File: config.mk
export PLATFORM = sky130hd
export DESIGN_NAME = xdbt_front
export DESIGN_NICKNAME = d
export VERILOG_FILES = /design/src/sv/xdbt_pkg.sv /design/src/sv/xdbt_front.sv
export SDC_FILE = /design/constraint.sdc
export NUM_CORES = 1
export LEC_CHECK = 0
export BUFFER_PORTS_ARGS = -buffer_cell sky130_fd_sc_hd__buf_2
export CAP_MARGIN = 40
export CORE_ASPECT_RATIO = 1.1
export CORE_UTILIZATION = 54
export CTS_BUF_LIST = sky130_fd_sc_hd__clkbuf_4
export DETAILED_ROUTE_END_ITERATION = 8
export PLACE_DENSITY = 0.8
export SLEW_MARGIN = 0
export SYNTH_ARGS = -nofsm -noshare
export SYNTH_HDL_FRONTEND = slang
export SYNTH_SLANG_ARGS = --single-unit
File: constraint.sdc
create_clock -name i_clk -period 12.34 [get_ports i_clk]
set_clock_uncertainty 0.1 [all_clocks]
set_input_delay 3.702 -clock i_clk [delete_from_list [all_inputs] [get_ports i_clk]]
set_output_delay 3.702 -clock i_clk [all_outputs]
set_load 0.05 [all_outputs]
File: src/sv/xdbt_pkg.sv
// Package with shared types and constants of the bucket table.
package xdbt_pkg;

    localparam int unsigned IdWidthDef       = 64;
    localparam int unsigned BucketSlotsDef   = 8;
    localparam int unsigned EndpointWidthDef = 48;
    localparam int unsigned MaxFoundDef      = 64;

    localparam int unsigned IdW    = 64;
    localparam int unsigned EpW    = 48;
    localparam int unsigned CountW = 7;
    localparam int unsigned CapW   = 4;

    typedef enum logic [1:0] {
        OP_ADD    = 2'd0,
        OP_REMOVE = 2'd1,
        OP_FIND   = 2'd2,
        OP_NONE   = 2'd3
    } t_opcode;

    typedef enum logic {
        KIND_STATUS   = 1'b0,
        KIND_NEIGHBOR = 1'b1
    } t_kind;

    typedef enum logic {
        CFG_OWN_ID   = 1'b0,
        CFG_CAPACITY = 1'b1
    } t_cfg_index;

    typedef struct packed {
        t_opcode           opcode;
        logic [IdW-1:0]    node_id;
        logic [EpW-1:0]    endpoint;
        logic [CountW-1:0] count_wanted;
    } t_in_item;

    typedef struct packed {
        t_kind          result_kind;
        logic           status;
        logic [IdW-1:0] found_id;
        logic [EpW-1:0] found_endpoint;
        logic           last;
    } t_out_item;

    typedef enum logic [3:0] {
        ST_IDLE,
        ST_SCAN_REQ,
        ST_SCAN_CMP,
        ST_ADD_DONE,
        ST_SHIFT_RD,
        ST_SHIFT_WR,
        ST_FIND_REQ,
        ST_FIND_CMP,
        ST_FIND_EMIT,
        ST_FIND_RD,
        ST_FIND_OUT
    } t_state;

endpackage

File: src/sv/xdbt_front.sv
// Front end: accepts items, computes the bucket number and queues classified commands.
module xdbt_front #(
    parameter int unsigned ID_WIDTH     = xdbt_pkg::IdWidthDef,
    parameter int unsigned MAX_FOUND    = xdbt_pkg::MaxFoundDef,
    parameter int unsigned BKT_W        = (ID_WIDTH > 1) ? $clog2(ID_WIDTH) : 1
) (
    input  logic                      i_clk,
    input  logic                      i_rst_n,
    input  logic                      i_push,
    output logic                      o_full,
    input  xdbt_pkg::t_in_item        i_item,
    input  logic [ID_WIDTH-1:0]       i_own_id,
    output logic                      o_cmd_valid,
    input  logic                      i_cmd_pop,
    output xdbt_pkg::t_in_item        o_cmd,
    output logic [BKT_W-1:0]          o_cmd_bucket,
    output logic                      o_cmd_self
);
    import xdbt_pkg::*;

    localparam int unsigned QD = 2;

    t_in_item         r_q_item   [QD];
    logic [BKT_W-1:0] r_q_bucket [QD];
    logic             r_q_self   [QD];
    logic             r_wp, r_rp;
    logic [1:0]       r_cnt;

    logic [ID_WIDTH-1:0] w_dist;
    logic [BKT_W-1:0]    w_bucket;
    logic                w_push, w_pop;
    t_in_item            w_item;

    // Bucket number is the leading zero count of the distance within ID_WIDTH bits.
    always_comb begin
        w_dist   = i_item.node_id[ID_WIDTH-1:0] ^ i_own_id;
        w_bucket = '0;
        for (int i = 0; i < ID_WIDTH; i++) begin
            if (w_dist[i]) begin
                w_bucket = BKT_W'(ID_WIDTH - 1 - i);
            end
        end
    end

    always_comb begin
        w_item = i_item;
        w_item.node_id = IdW'(i_item.node_id[ID_WIDTH-1:0]);
        if (i_item.count_wanted > CountW'(MAX_FOUND)) begin
            w_item.count_wanted = CountW'(MAX_FOUND);
        end
    end

    assign o_full      = (r_cnt == 2'(QD));
    assign w_push      = i_push && !o_full;
    assign o_cmd_valid = (r_cnt != 2'd0);
    assign w_pop       = i_cmd_pop && o_cmd_valid;

    assign o_cmd        = r_q_item[r_rp];
    assign o_cmd_bucket = r_q_bucket[r_rp];
    assign o_cmd_self   = r_q_self[r_rp];

    always_ff @(posedge i_clk) begin
        if (!i_rst_n) begin
            r_wp  <= 1'b0;
            r_rp  <= 1'b0;
            r_cnt <= 2'd0;
        end else begin
            if (w_push) r_wp <= !r_wp;
            if (w_pop)  r_rp <= !r_rp;
            r_cnt <= r_cnt + 2'(w_push) - 2'(w_pop);
        end
    end

    always_ff @(posedge i_clk) begin
        if (w_push) begin
            r_q_item[r_wp]   <= w_item;
            r_q_bucket[r_wp] <= w_bucket;
            r_q_self[r_wp]   <= (w_dist == '0);
        end
    end

endmodule

==> summary.txt <==
worst setup path category: reg2out
post-synthesis compound-gate area fraction: 3.13%
Worst EP arrival: 2970 ps
fin cells: 1310
grt ovf: 0
post-route setup slack: 5570 ps
M1 WL: 8980 microns
max_slew headroom: 48.2%
count of cell types in the netlist: 45
Net Sw Power: 1.06 mW
EDFF count, synth: 256
Synth Area in Adders: 0.230%
Internal: 1.74 mW
CTS H-tree depth: 2
vias in the first global route: 7053
gpl congestion: 0.768
antenna-violating nets left: 0
syn_nets: 832
clk sink count: 261
Sequential Power Share: 41.1%
Post-Syn Area: 10900 sq um
first-pass GRT wire length: 35100 microns
Total Wirelength: 24200 microns
MaxCap Viol Count: 0
Switching Share: 37.9%
CP peak stage delay: 860 ps
Seq/Total Area, Yosys: 71.5%
die width: 137 microns
cell leakage power: 5.21 nW
critical path, cell by cell: buf_4 -> buf_16 -> mux2_2 -> buf_2
metal2 WL: 12600 microns
Slowest cell on crit path: dfxtp_4
DR vias: 6895
Num CTS Buffers: 60
Initial Util: 55.0%
Crit Path Max Fanout: 54
ys flop type: edfxtp_1
xor-xnor portion of the synthesized cell area: 6.26%
Storage cell area: 7790 sq um
post-CTS sizing: 0
Clock Power Share: 23.9%
CTS max path bufs: 3
Comb power frac: 35.0%
CP required: 8540 ps
status: complete, no violations
post-synthesis simple-gate area fraction: 5.02%
Hold WC Path Type: reg2reg
syn_area_per_cell: 17.0 sq um
num rows: 54
Setup TNS: 0 ps
TritonRoute pass-1 iters: 5
Top Metal Used: met5
asr flop ratio synth: 0%
layout net count: 1204
Worst-Margin Slew: 777 ps
P per Cell Area: 205 nW/um^2
Post-CTS Setup Bufs: 0
minimum clock period: 6770 ps
Wirelength per Cell: 18.4 microns
placed cells: 1203
WHS: 459 ps
Die Ht: 151 microns
final hold vios: 0
footprint of the multi-input gates: 3050 sq um
Critical Path End Type: primary output
post-synthesis mux area share: 13.2%
1st-iter DRT viols: 330
worst vdd ir: 133 uV
CTS Hold Bufs: 0
Synth Instances: 641
pre-CTS WS: 6230 ps
CTS tree: built
Seq cells post-synth: 261
main combinational cell family by area after synthesis: multiplexers
initial antenna violation count: 6
final setup violation count: 0
routed wl met3: 2020 microns
port bufs: 318
Peak Freq: 0.148 GHz
GRT Overall Usage: 22.6%
CORE AREA: 19800 sq um
Layout area overhead: 25.2%
# DRC: 0
# IOs: 319
total power: 2.79 mW
Pins Over Slew Limit: 0
DR vias/cell: 5.26
period utilization: 54.8%
commonest non-fill, non-tap cell in the layout: buf_2
clock root buffer: clkbuf_4
HPWL after DPL: 17200 microns
RSZ-0062 raised after global routing: no
largest net degree at the start of global routing: 64
clock latency at the later pin of the worst-skew pair: 660 ps
Layout fillers: 1407
most frequent cells in the layout: buf_2, edfxtp_1, mux2_2, clkbuf_4, xor2_1
share of layout cells above drive strength 1: 52.8%
clock-pin slew on the worst setup and hold paths: 70 ps
die area: 20700 sq um
crit path launch type: flop
Ys Warns: 0
path summary, 6_finish.rpt:
check | from | endpoint | slack [ps] | depth (start not counted)
hold / removal | r_rp | flop | 460 | 2
setup reg to reg | r_cnt[0] | r_q_item[1][45] | 9910 | 4
setup / recovery | flop | o_cmd_bucket[0] | 5570 | 4
hold reg to reg | r_rp | flop | 460 | 2
final cells by class:
cell class	instances	share of cell area, %
Antenna cell	3	0.0551
Clock buffer	90	4.96
Clock inverter	14	0.606
Inverter	3	0.0826
Multi-Input combinational cell	362	22.4
Sequential cell	261	57.1
Tap cell	252	2.31
Timing Repair Buffer	325	12.5
flip-flops by register name, indices dropped and copies added, names as in the netlist, named ones only:
name,flops
r_q_self,2
r_rp,1
r_cnt,2
r_wp,1
r_q_bucket,12
r_q_item,242
cell families (layout without fill, tap and decap cells):
kind of cell / Yosys count / after routing
mux: 128 / 128
flops: 261 / 261
other cells: 0 / 3
simple gates: 106 / 106
fa+ha+maj: 2 / 2
compound gates: 49 / 49
xor+xnor: 77 / 77
buf+inv: 18 / 432
worst max-delay path, delay by kind of cell (launching register included):
kind,cells,cell delay (ps)
buffers and inverters,3,1030
muxes,1,390
DFF,1,860
per-stage QoR:
| step | util (%) | cell area [sq um] |
|---|---|---|
| final | 68.9 | 13600 |
| after global routing | 68.9 | 13600 |
| after CTS | 68.8 | 13600 |
| after detailed placement | 65.0 | 12900 |
| after global placement | 64.6 | 12800 |
| after floorplan | - | 10900 |
cell usage after synthesis, types with 4 or more instances:
| cell | count | area share, % |
|---|---|---|
| o21ai_0 | 12 | 0.55 |
| nand3_1 | 6 | 0.28 |
| nand4_1 | 5 | 0.29 |
| xnor2_1 | 34 | 2.7 |
| dfxtp_1 | 5 | 0.92 |
| a21oi_1 | 7 | 0.32 |
| mux2_2 | 128 | 13 |
| o211ai_1 | 5 | 0.34 |
| xor2_1 | 42 | 3.4 |
| clkbuf_1 | 15 | 0.52 |
| nor2_1 | 27 | 0.93 |
| nor2b_1 | 12 | 0.69 |
| a31oi_1 | 4 | 0.23 |
| nor3_1 | 6 | 0.28 |
| nand2b_1 | 4 | 0.23 |
| nand2_1 | 23 | 0.79 |
| nor4_1 | 4 | 0.23 |
| a2111oi_0 | 4 | 0.32 |
| edfxtp_1 | 256 | 71 |
| and2_1 | 7 | 0.40 |
power by group through the flow:
| stage | registers, mW | logic, mW | clock network, mW |
|---|---|---|---|
| CTS | 1.15 | 0.984 | 0.687 |
| finish | 1.15 | 0.978 | 0.667 |
| global route | 1.16 | 1.03 | 0.723 |
| floorplan | 1.15 | 0.765 | 0 |
| global placement | 1.17 | 0.959 | 0 |
| detailed placement | 1.17 | 0.980 | 0 |
per-layer routing:
metal	vias up	GRT usage, %
met5	-	0
met4	6	8.19
met3	40	7.36
met2	314	39.7
met1	3286	25.7
li1	3249	-
No activity file was read; power rests on OpenSTA's default activity.
